[src/sv/plh_pkg.sv]
// Package for the phone lookahead heuristic block.
// Holds payload, command and status types, register and mode codes, and the clamped add.
// Used by every module of the block but plh_ram.
package plh_pkg;

	localparam int NUM_PHONES  = 64;
	localparam int PHONE_W     = 6;
	localparam int IDX_W       = $clog2(NUM_PHONES);
	localparam int SCORE_W     = 32;
	localparam int MODE_W      = 2;
	localparam int EMIT_W      = 4;
	localparam int CFG_IDX_W   = 1;
	localparam int CFG_DATA_W  = 4;
	localparam int DIV_BITS    = 4;
	localparam int DIV_STEPS   = SCORE_W / DIV_BITS;
	localparam int DIV_CNT_W   = $clog2(DIV_STEPS);

	localparam logic [SCORE_W-1:0] SCORE_MIN = {1'b1, {(SCORE_W-1){1'b0}}};

	localparam logic [CFG_IDX_W-1:0] CFG_HEUR_MODE   = 1'b0;
	localparam logic [CFG_IDX_W-1:0] CFG_EMIT_STATES = 1'b1;

	localparam logic [MODE_W-1:0] MODE_NONE      = 2'd0;
	localparam logic [MODE_W-1:0] MODE_MAX       = 2'd1;
	localparam logic [MODE_W-1:0] MODE_AVG       = 2'd2;
	localparam logic [MODE_W-1:0] MODE_FIRST_MAX = 2'd3;

	localparam logic [MODE_W-1:0] MODE_RESET = MODE_MAX;
	localparam logic [EMIT_W-1:0] EMIT_RESET = 4'd3;

	typedef struct packed {
		logic signed [SCORE_W-1:0] score;
		logic [PHONE_W-1:0]        phone;
		logic                      end_mark;
		logic                      first_frame;
	} plh_in_t;

	typedef struct packed {
		logic [PHONE_W-1:0]        phone_out;
		logic signed [SCORE_W-1:0] heuristic;
	} plh_out_t;

	typedef struct packed {
		logic accept;
		logic load_div;
		logic div_step;
		logic fix;
		logic add1;
		logic add2;
		logic commit;
	} plh_cmd_t;

	typedef struct packed {
		logic mode_avg;
		logic mode_first_max;
		logic out_full;
	} plh_stat_t;

	typedef enum logic [2:0] {
		S_IDLE,
		S_PREP,
		S_DIV,
		S_FIX,
		S_ADD1,
		S_ADD2,
		S_DONE
	} plh_state_t;

	function automatic logic [SCORE_W-1:0] clamp_add(
		input logic [SCORE_W-1:0] a,
		input logic [SCORE_W-1:0] b
	);
		logic [SCORE_W-1:0] c;
		c = a + b;
		if (a[SCORE_W-1] && b[SCORE_W-1] && !c[SCORE_W-1]) begin
			c = SCORE_MIN;
		end
		return c;
	endfunction

endpackage

[src/sv/plh_ram.sv]
// Generic single-clock RAM with one write port and one registered read port.
// No dependencies.
module plh_ram #(
	parameter int WIDTH = 32,
	parameter int DEPTH = 64
) (
	input  logic                     clk,
	input  logic                     we,
	input  logic [$clog2(DEPTH)-1:0] waddr,
	input  logic [WIDTH-1:0]         wdata,
	input  logic                     re,
	input  logic [$clog2(DEPTH)-1:0] raddr,
	output logic [WIDTH-1:0]         rdata
);

	logic [WIDTH-1:0] mem_q [DEPTH];

	always_ff @(posedge clk) begin
		if (we) begin
			mem_q[waddr] <= wdata;
		end
	end

	always_ff @(posedge clk) begin
		if (re) begin
			rdata <= mem_q[raddr];
		end
	end

endmodule

[src/sv/plh_ctrl.sv]
// Sequencer of the phone lookahead heuristic block.
// Issues datapath commands per item; uses plh_pkg types.
module plh_ctrl (
	input  logic                clk,
	input  logic                arst_n,
	input  logic                in_valid,
	input  logic                in_end,
	input  plh_pkg::plh_stat_t  stat,
	output logic                in_ready,
	output plh_pkg::plh_cmd_t   cmd
);

	plh_pkg::plh_state_t state_q, state_d;
	logic [plh_pkg::DIV_CNT_W-1:0] cnt_q;

	always_ff @(posedge clk or negedge arst_n) begin
		if (!arst_n) begin
			state_q <= plh_pkg::S_IDLE;
			cnt_q   <= '0;
		end else begin
			state_q <= state_d;
			if (cmd.div_step) begin
				cnt_q <= cnt_q + 1'b1;
			end else begin
				cnt_q <= '0;
			end
		end
	end

	always_comb begin
		state_d  = state_q;
		cmd      = '0;
		in_ready = 1'b0;
		case (state_q)
			plh_pkg::S_IDLE: begin
				in_ready   = 1'b1;
				cmd.accept = in_valid;
				if (in_valid && in_end) begin
					state_d = plh_pkg::S_PREP;
				end
			end
			plh_pkg::S_PREP: begin
				if (stat.mode_avg) begin
					cmd.load_div = 1'b1;
					state_d      = plh_pkg::S_DIV;
				end else begin
					state_d = plh_pkg::S_ADD1;
				end
			end
			plh_pkg::S_DIV: begin
				cmd.div_step = 1'b1;
				if (cnt_q == plh_pkg::DIV_CNT_W'(plh_pkg::DIV_STEPS - 1)) begin
					state_d = plh_pkg::S_FIX;
				end
			end
			plh_pkg::S_FIX: begin
				cmd.fix = 1'b1;
				state_d = plh_pkg::S_ADD1;
			end
			plh_pkg::S_ADD1: begin
				cmd.add1 = 1'b1;
				state_d  = stat.mode_first_max ? plh_pkg::S_ADD2 : plh_pkg::S_DONE;
			end
			plh_pkg::S_ADD2: begin
				cmd.add2 = 1'b1;
				state_d  = plh_pkg::S_DONE;
			end
			plh_pkg::S_DONE: begin
				if (!stat.out_full) begin
					cmd.commit = 1'b1;
					state_d    = plh_pkg::S_IDLE;
				end
			end
			default: begin
				state_d = plh_pkg::S_IDLE;
			end
		endcase
	end

endmodule

[src/sv/plh_dp.sv]
// Datapath of the phone lookahead heuristic block: config registers, running value,
// radix-16 divider, clamped adder, accumulator RAM and output register. Uses plh_pkg, plh_ram.
module plh_dp (
	input  logic                            clk,
	input  logic                            arst_n,
	input  logic                            cfg_en,
	input  logic [plh_pkg::CFG_IDX_W-1:0]   cfg_index,
	input  logic [plh_pkg::CFG_DATA_W-1:0]  cfg_data,
	input  plh_pkg::plh_in_t                in_data,
	input  logic                            out_ready,
	input  plh_pkg::plh_cmd_t               cmd,
	output plh_pkg::plh_stat_t              stat,
	output logic                            out_valid,
	output plh_pkg::plh_out_t               out_data
);

	localparam int W = plh_pkg::SCORE_W;

	logic [plh_pkg::MODE_W-1:0] mode_q, mode_eff;
	logic [plh_pkg::EMIT_W-1:0] emit_q, divisor;
	logic [W-1:0]               running_q, first_q, running_d;
	logic                       at_start_q;
	logic [plh_pkg::PHONE_W-1:0] phone_q;
	logic [plh_pkg::IDX_W-1:0]  idx_q, in_idx;
	logic                       first_frame_q;
	logic [W-1:0]               quo_q, quo_d, acc_q, base, op1, ram_rdata;
	logic [plh_pkg::EMIT_W-1:0] rem_q, rem_d;
	logic                       neg_q;
	logic                       out_full_q;
	plh_pkg::plh_out_t          out_q;
	logic [W-1:0]               score_u;

	assign mode_eff = (mode_q == plh_pkg::MODE_NONE) ? plh_pkg::MODE_MAX : mode_q;
	assign divisor  = (emit_q == '0) ? plh_pkg::EMIT_W'(1) : emit_q;
	assign in_idx   = in_data.phone[plh_pkg::IDX_W-1:0];
	assign score_u  = in_data.score;

	assign stat.mode_avg       = (mode_eff == plh_pkg::MODE_AVG);
	assign stat.mode_first_max = (mode_eff == plh_pkg::MODE_FIRST_MAX);
	assign stat.out_full       = out_full_q && !out_ready;

	always_ff @(posedge clk or negedge arst_n) begin
		if (!arst_n) begin
			mode_q <= plh_pkg::MODE_RESET;
			emit_q <= plh_pkg::EMIT_RESET;
		end else if (cfg_en) begin
			case (cfg_index)
				plh_pkg::CFG_HEUR_MODE:   mode_q <= cfg_data[plh_pkg::MODE_W-1:0];
				plh_pkg::CFG_EMIT_STATES: emit_q <= cfg_data[plh_pkg::EMIT_W-1:0];
				default: ;
			endcase
		end
	end

	always_comb begin
		if (at_start_q) begin
			running_d = score_u;
		end else if (stat.mode_avg) begin
			running_d = plh_pkg::clamp_add(score_u, running_q);
		end else if ($signed(score_u) > $signed(running_q)) begin
			running_d = score_u;
		end else begin
			running_d = running_q;
		end
	end

	always_ff @(posedge clk or negedge arst_n) begin
		if (!arst_n) begin
			running_q  <= plh_pkg::SCORE_MIN;
			first_q    <= '0;
			at_start_q <= 1'b1;
		end else if (cmd.accept) begin
			running_q  <= running_d;
			at_start_q <= in_data.end_mark;
			if (at_start_q && stat.mode_first_max) begin
				first_q <= score_u;
			end
		end else if (cmd.commit) begin
			running_q <= plh_pkg::SCORE_MIN;
		end
	end

	always_ff @(posedge clk) begin
		if (cmd.accept) begin
			phone_q       <= in_data.phone;
			idx_q         <= in_idx;
			first_frame_q <= in_data.first_frame;
		end
	end

	always_comb begin
		logic [plh_pkg::EMIT_W:0] t;
		logic [W-1:0]             q;
		logic [plh_pkg::EMIT_W-1:0] r;
		r = rem_q;
		q = quo_q;
		for (int i = 0; i < plh_pkg::DIV_BITS; i++) begin
			t = {r, q[W-1]};
			q = {q[W-2:0], 1'b0};
			if (t >= {1'b0, divisor}) begin
				t    = t - {1'b0, divisor};
				q[0] = 1'b1;
			end
			r = t[plh_pkg::EMIT_W-1:0];
		end
		rem_d = r;
		quo_d = q;
	end

	always_ff @(posedge clk) begin
		if (cmd.load_div) begin
			neg_q <= running_q[W-1];
			quo_q <= running_q[W-1] ? (~running_q + 1'b1) : running_q;
			rem_q <= '0;
		end else if (cmd.div_step) begin
			quo_q <= quo_d;
			rem_q <= rem_d;
		end else if (cmd.fix) begin
			quo_q <= neg_q ? (~quo_q + 1'b1) : quo_q;
		end
	end

	assign base = first_frame_q ? '0 : ram_rdata;

	always_comb begin
		if (stat.mode_avg) begin
			op1 = quo_q;
		end else if (stat.mode_first_max) begin
			op1 = first_q;
		end else begin
			op1 = running_q;
		end
	end

	always_ff @(posedge clk) begin
		if (cmd.add1) begin
			acc_q <= plh_pkg::clamp_add(base, op1);
		end else if (cmd.add2) begin
			acc_q <= plh_pkg::clamp_add(acc_q, running_q);
		end
	end

	plh_ram #(
		.WIDTH(W),
		.DEPTH(plh_pkg::NUM_PHONES)
	) u_acc_ram (
		.clk   (clk),
		.we    (cmd.commit),
		.waddr (idx_q),
		.wdata (acc_q),
		.re    (cmd.accept && in_data.end_mark),
		.raddr (in_idx),
		.rdata (ram_rdata)
	);

	always_ff @(posedge clk or negedge arst_n) begin
		if (!arst_n) begin
			out_full_q <= 1'b0;
		end else if (cmd.commit) begin
			out_full_q <= 1'b1;
		end else if (out_ready) begin
			out_full_q <= 1'b0;
		end
	end

	always_ff @(posedge clk) begin
		if (cmd.commit) begin
			out_q.phone_out <= phone_q;
			out_q.heuristic <= acc_q;
		end
	end

	assign out_valid = out_full_q;
	assign out_data  = out_q;

endmodule

[src/sv/phone_lookahead_heuristic.sv]
// Top level of the phone lookahead heuristic block.
// Joins plh_ctrl, plh_dp (with its plh_ram accumulator store) using plh_pkg types.
//
// Senone scores stream in one per transfer; an item without a phone-end mark leaves the
// block ready for the next one. A phone-end item reads the phone's accumulator, forms the
// per-frame value and writes the updated accumulator back, delivering it as one result;
// in average mode a radix-16 divider (4 quotient bits per cycle) first divides the frame
// sum by the emitting-state count. A held result does not stop new transfers; a phone end
// only waits if the previous result is still untaken when its own is ready. The
// accumulator store needs no clearing: the first_frame mark starts a phone from zero.
// Write configuration only while idle.
module phone_lookahead_heuristic (
	input  logic                            clk,
	input  logic                            arst_n,
	input  logic                            cfg_en,
	input  logic [plh_pkg::CFG_IDX_W-1:0]   cfg_index,
	input  logic [plh_pkg::CFG_DATA_W-1:0]  cfg_data,
	input  logic                            in_valid,
	output logic                            in_ready,
	input  plh_pkg::plh_in_t                in_data,
	output logic                            out_valid,
	input  logic                            out_ready,
	output plh_pkg::plh_out_t               out_data
);

	plh_pkg::plh_cmd_t  cmd;
	plh_pkg::plh_stat_t stat;

	plh_ctrl u_ctrl (
		.clk      (clk),
		.arst_n   (arst_n),
		.in_valid (in_valid),
		.in_end   (in_data.end_mark),
		.stat     (stat),
		.in_ready (in_ready),
		.cmd      (cmd)
	);

	plh_dp u_dp (
		.clk       (clk),
		.arst_n    (arst_n),
		.cfg_en    (cfg_en),
		.cfg_index (cfg_index),
		.cfg_data  (cfg_data),
		.in_data   (in_data),
		.out_ready (out_ready),
		.cmd       (cmd),
		.stat      (stat),
		.out_valid (out_valid),
		.out_data  (out_data)
	);

`ifndef ASSERT_OFF
	a_cmd_onehot: assert property (@(posedge clk) disable iff (!arst_n)
		$onehot0({cmd.accept, cmd.load_div, cmd.div_step, cmd.fix,
			cmd.add1, cmd.add2, cmd.commit}))
		else $error("more than one datapath command at once");

	a_no_overwrite: assert property (@(posedge clk) disable iff (!arst_n)
		cmd.commit |-> (!out_valid || out_ready))
		else $error("result committed over an untaken result");

	a_end_busy: assert property (@(posedge clk) disable iff (!arst_n)
		(in_valid && in_ready && in_data.end_mark) |=> !in_ready)
		else $error("input taken while a phone end is in progress");

	a_out_from_commit: assert property (@(posedge clk) disable iff (!arst_n)
		$rose(out_valid) |-> $past(cmd.commit))
		else $error("result shown without a commit");
`endif

endmodule

[config.mk]
export PLATFORM = sky130hd
export DESIGN_NAME = phone_lookahead_heuristic
export DESIGN_NICKNAME = d
export VERILOG_FILES = /design/src/sv/plh_pkg.sv /design/src/sv/plh_ram.sv /design/src/sv/plh_ctrl.sv /design/src/sv/plh_dp.sv /design/src/sv/phone_lookahead_heuristic.sv
export SDC_FILE = /design/constraint.sdc
export NUM_CORES = 2
export LEC_CHECK = 0
export BUFFER_PORTS_ARGS = -buffer_cell sky130_fd_sc_hd__buf_2
export CAP_MARGIN = 20
export CORE_ASPECT_RATIO = 1.75
export CORE_UTILIZATION = 35
export CTS_CLUSTER_DIAMETER = 150
export DETAILED_ROUTE_END_ITERATION = 8
export GPL_TIMING_DRIVEN = 0
export PLACE_DENSITY = 0.58
export RECOVER_POWER = 50
export SLEW_MARGIN = 20
export SYNTH_ARGS = -nofsm -noshare
export SYNTH_HDL_FRONTEND = slang
export SYNTH_SLANG_ARGS = --single-unit
[constraint.sdc]
create_clock -name clk -period 6.2 [get_ports clk]
set_input_delay 1.55 -clock clk [delete_from_list [all_inputs] [get_ports clk]]
set_output_delay 1.55 -clock clk [all_outputs]
set_load 0.01 [all_outputs]
==> insert_results.sql <==
INSERT INTO impl_metrics (metric_group, metric, value, unit) VALUES
('sta', 'finalClockSkew', '91.57', 'ps'),
('floorplanning', 'rows', '251', ''),
('sta', 'finalSetupViolations', '0', ''),
('floorplanning', 'ios', '90', ''),
('layout', 'nFillCells', '23580', ''),
('yosys', 'synth.avg_cell_area', '20.19', 'um^2'),
('power_and_ir_drop', 'sw_frac_of_total', '31.55', '%'),
('yosys', 'synth_nets', '4859', ''),
('yosys', 'cell_taking_the_most_area_after_synthesis', 'sky130_fd_sc_hd__edfxtp_1', ''),
('place', 'place_congestion', '0.9104', ''),
('global_route', 'grt_overflow_total', '0', ''),
('place', 'port-buffer-count', '89', ''),
('yosys', 'yosys-top-cells-area', 'sky130_fd_sc_hd__edfxtp_1 (70%), sky130_fd_sc_hd__mux4_2 (16%), sky130_fd_sc_hd__ha_1 (2.0%)', ''),
('route', 'final_antenna_net_count', '0', ''),
('flow_run', 'max-cap-violations', '3', ''),
('yosys', 'postSynth.asyncResetShare', '3.433', '%'),
('clock_tree', 'depth_of_the_cts_h_tree', '4', ''),
('sta', 'tightest_slew', '2880', 'ps'),
('global_route', 'grt_antenna_before_repair', '29', ''),
('floorplanning', 'fp.coreArea', '266900', 'um^2'),
('run_status', 'failed_checks', 'capacitance limit, slew limit', ''),
('yosys', 'postSynthRegisterBits', '2272', ''),
('floorplanning', 'floorplan_die_area', '270700', 'um^2'),
('global_route', 'globalRouteTotalUtil', '20.78', '%'),
('clock_tree', 'clock_sinks', '2272', ''),
('power_and_ir_drop', 'share_seq_of_total_power', '45.4', '%'),
('yosys', 'number_of_flops_mapped_to_enable_cells_by_yosys', '2190', ''),
('setup_path', 'worst-path-max-fanout', '10', ''),
('run_status', 'run_status', 'complete, but fails checks', ''),
('global_route', 'grt_start_max_net_pins', '49', ''),
('layout', 'layout_overhead_on_the_synthesized_area', '16.06', '%'),
('yosys', 'synth.cell_area', '93980', 'um^2'),
('setup_path', 'critical_path_class', 'primary input to flop', ''),
('yosys', 'ys_warn_count', '0', ''),
('layout', 'finalNonFillerCells', '8899', ''),
('route', 'routed_wl', '284.0', 'mm'),
('floorplanning', 'die_height', '687.5', 'um'),
('yosys', 'netlist_instances', '4654', ''),
('power_and_ir_drop', 'power_density', '414.5', 'nW/um^2'),
('setup_path', 'required', '6600', 'ps'),
('sta', 'timing.final.ws_setup', '84.16', 'ps'),
('layout', 'drive_above_1_share', '26.00', '%'),
('route', 'first_pass_iteration_count_of_the_detailed_router', '6', ''),
('clock_tree', 'path_clk_slew', '70', 'ps'),
('place', 'post-dp-hpwl', '209.7', 'mm'),
('power_and_ir_drop', 'ir_worst_vdd', '343.5', 'uV'),
('sta', 'finalCriticalPeriod', '6116', 'ps'),
('sta', 'hold_viol', '0', ''),
('setup_path', 'arrival_worst_endpoint', '6510', 'ps'),
('route', 'vias', '48620', ''),
('power_and_ir_drop', 'power.combinational.fraction', '25.4', '%'),
('place', 'place.detailed.instances', '8492', ''),
('layout', 'utilization', '40.86', '%'),
('setup_path', 'end_kind', 'flop', ''),
('global_route', 'wire_length_of_the_first_global_routing_pass', '393.1', 'mm'),
('sta', 'fmax', '163.5', 'MHz'),
('yosys', 'ys_types', '73', ''),
('yosys', 'synth_top_area_share', '69.98', '%'),
('yosys', 'ys_top_cells_by_count', 'sky130_fd_sc_hd__edfxtp_1 (2190), sky130_fd_sc_hd__mux4_2 (667), sky130_fd_sc_hd__nor2_1 (182)', ''),
('clock_tree', 'worstSkewPairLatency', '870', 'ps'),
('power_and_ir_drop', 'power.switching', '14.26', 'mW'),
('route', 'detail_route.drc_violations', '0', ''),
('yosys', 'ys.flop_type', 'sky130_fd_sc_hd__edfxtp_1', ''),
('sta', 'timing.slew.headroom', '-91.99', '%'),
('sta', 'final_max_slew_viol_count', '107', ''),
('power_and_ir_drop', 'internal_power', '30.94', 'mW'),
('floorplanning', 'initial_core_util', '35.21', '%'),
('route', 'drt_iter0_drc', '4133', ''),
('power_and_ir_drop', 'p_leak', '34.71', 'nW'),
('clock_tree', 'clockRootBuffer', 'sky130_fd_sc_hd__clkbuf_16', ''),
('sta', 'unrepaired_setup_endpoints_after_global_routing', 'yes', '');
==> path summary, 6_finish.rpt <==
kind | from | endpoint | slack (ps) | cells past startpoint
max in group asynchronous | arst_n | u_dp.first_q[3]$_DFFE_PN0P_ | 1510 | 2
setup / recovery | in_data[2] | u_dp.u_acc_ram.rdata[3]$_DFFE_PP_ | 80 | 9
hold / removal | u_ctrl.cnt_q[0]$_DFF_PN0_ | u_ctrl.cnt_q[0]$_DFF_PN0_ | 440 | 1
setup reg to reg | u_dp.mode_q[1]$_DFFE_PN0P_ | u_dp.acc_q[15]$_DFFE_PN_ | 150 | 16
min in group asynchronous | arst_n | u_dp.running_q[29]$_DFFE_PN0P_ | 1140 | 1
hold reg to reg | u_ctrl.cnt_q[0]$_DFF_PN0_ | u_ctrl.cnt_q[0]$_DFF_PN0_ | 440 | 1
==> power groups by stage <==
stage          logic [mW]  registers [mW]  clock network [mW]
2_1_floorplan        5.73            21.3                   0
3_3_place_gp         8.13            23.1                   0
3_5_place_dp         11.8            20.8                   0
4_1_cts              12.1            20.5                13.4
5_1_grt              12.2            20.6                13.8
6_report             11.5            20.5                13.2
==> registers in the layout, indices dropped and copies added, names as in the netlist, 2 cells and up <==
| register | cells |
|---|---|
| u_dp.out_data | 38 |
| u_dp.phone_q | 6 |
| u_ctrl.cnt_q | 3 |
| u_dp.acc_q | 32 |
| u_dp.emit_q | 4 |
| u_dp.rem_q | 4 |
| u_dp.u_acc_ram.mem_q | 2048 |
| u_dp.quo_q | 32 |
| u_dp.mode_q | 2 |
| u_dp.first_q | 32 |
| u_dp.running_q | 32 |
| u_dp.u_acc_ram.rdata | 32 |
| u_ctrl.state_q | 3 |
==> area by class of cell <==
class	count	area [um^2]	share of cell area [%]
buffer	224	919.6	0.8431
multi-input combinational	2061	25580	23.45
inverter	95	360.3	0.3304
sequential	2272	67800	62.16
tap	3542	4432	4.063
clock buffer	239	5343	4.898
antenna	23	57.56	0.05277
timing repair buffer	319	3157	2.894
clock inverter	124	1426	1.308
==> cells by family (layout without fill, tap and decap cells) <==
group | count (synthesis) | in the layout | synth area share (%)
xor gates and xnor gates | 149 | 149 | 1.389
and+or+nand+nor | 525 | 525 | 2.647
buffers and inverters | 321 | 1001 | 1.299
muxes | 759 | 759 | 17.02
AOI/OAI and AO/OA | 473 | 473 | 3.378
other | 0 | 23 | 0
DFF | 2272 | 2272 | 72.14
adders and majority gates | 155 | 155 | 2.120
==> through the flow <==
step | cell area (um^2) | setup TNS, ps | hold slack [ps] | total power [mW]
2_1_floorplan | 93980 | 0 | 409.9 | 27.03
3_3_place_gp | 98860 | -3361360 | 422.2 | 31.23
3_5_place_dp | 103400 | -29440 | 425.3 | 32.59
4_1_cts | 110200 | -54.03 | 434.7 | 45.93
5_1_grt | 109100 | -56.23 | 442.7 | 46.67
6_report | 109100 | 0 | 436.1 | 45.21
==> cells in the final DEF (no fill, tap or decap), drive strengths merged, types with 10 or more instances in the layout <==
cell,count
o211ai,13
nor3,23
mux2i,47
nor2,182
nor4,10
buf,265
a21o,41
dfrtp,73
nand3,52
ha,148
bufinv,31
nor2b,51
o31ai,16
o221ai,43
o21bai,13
edfxtp,2190
xor2,53
mux4,667
o22ai,30
a21oi,130
inv,100
clkinvlp,16
o21ai,85
a22oi,15
o21a,12
clkbuf,517
diode,23
nand4,15
nand2b,22
mux2,45
nand2,118
a211oi,16
clkinv,72
xnor2,96
==> what timing repair did <==
| item | CTS | global route |
|---|---|---|
| buffers inserted | 7 | 12 |
| hold buffers | 0 | 0 |
| setup endpoints to repair | 37 | 15 |
| resized for setup | 15 | 15 |
| pin swaps | 4 | 15 |
==> metal layers <==
metal / wire length [um] / vias to the layer above / track usage, %
li1: - / 20400 / -
met1: 91470 / 25970 / 20.93
met2: 155900 / 1642 / 39.11
met3: 13320 / 594 / 2.632
met4: 23280 / 12 / 14.96
met5: 79 / - / 0
==> critical path, stage by stage <==
cell and delay [ps]:
sky130_fd_sc_hd__clkbuf_1 350, sky130_fd_sc_hd__clkbuf_1 730, sky130_fd_sc_hd__clkbuf_2 730, sky130_fd_sc_hd__clkbuf_2 650, sky130_fd_sc_hd__clkbuf_1 780, sky130_fd_sc_hd__mux4_2 660, sky130_fd_sc_hd__mux4_2 500, sky130_fd_sc_hd__mux2i_1 130
sky130_fd_sc_hd__o21ai_0 380
No activity file was read; power rests on OpenSTA's default activity.
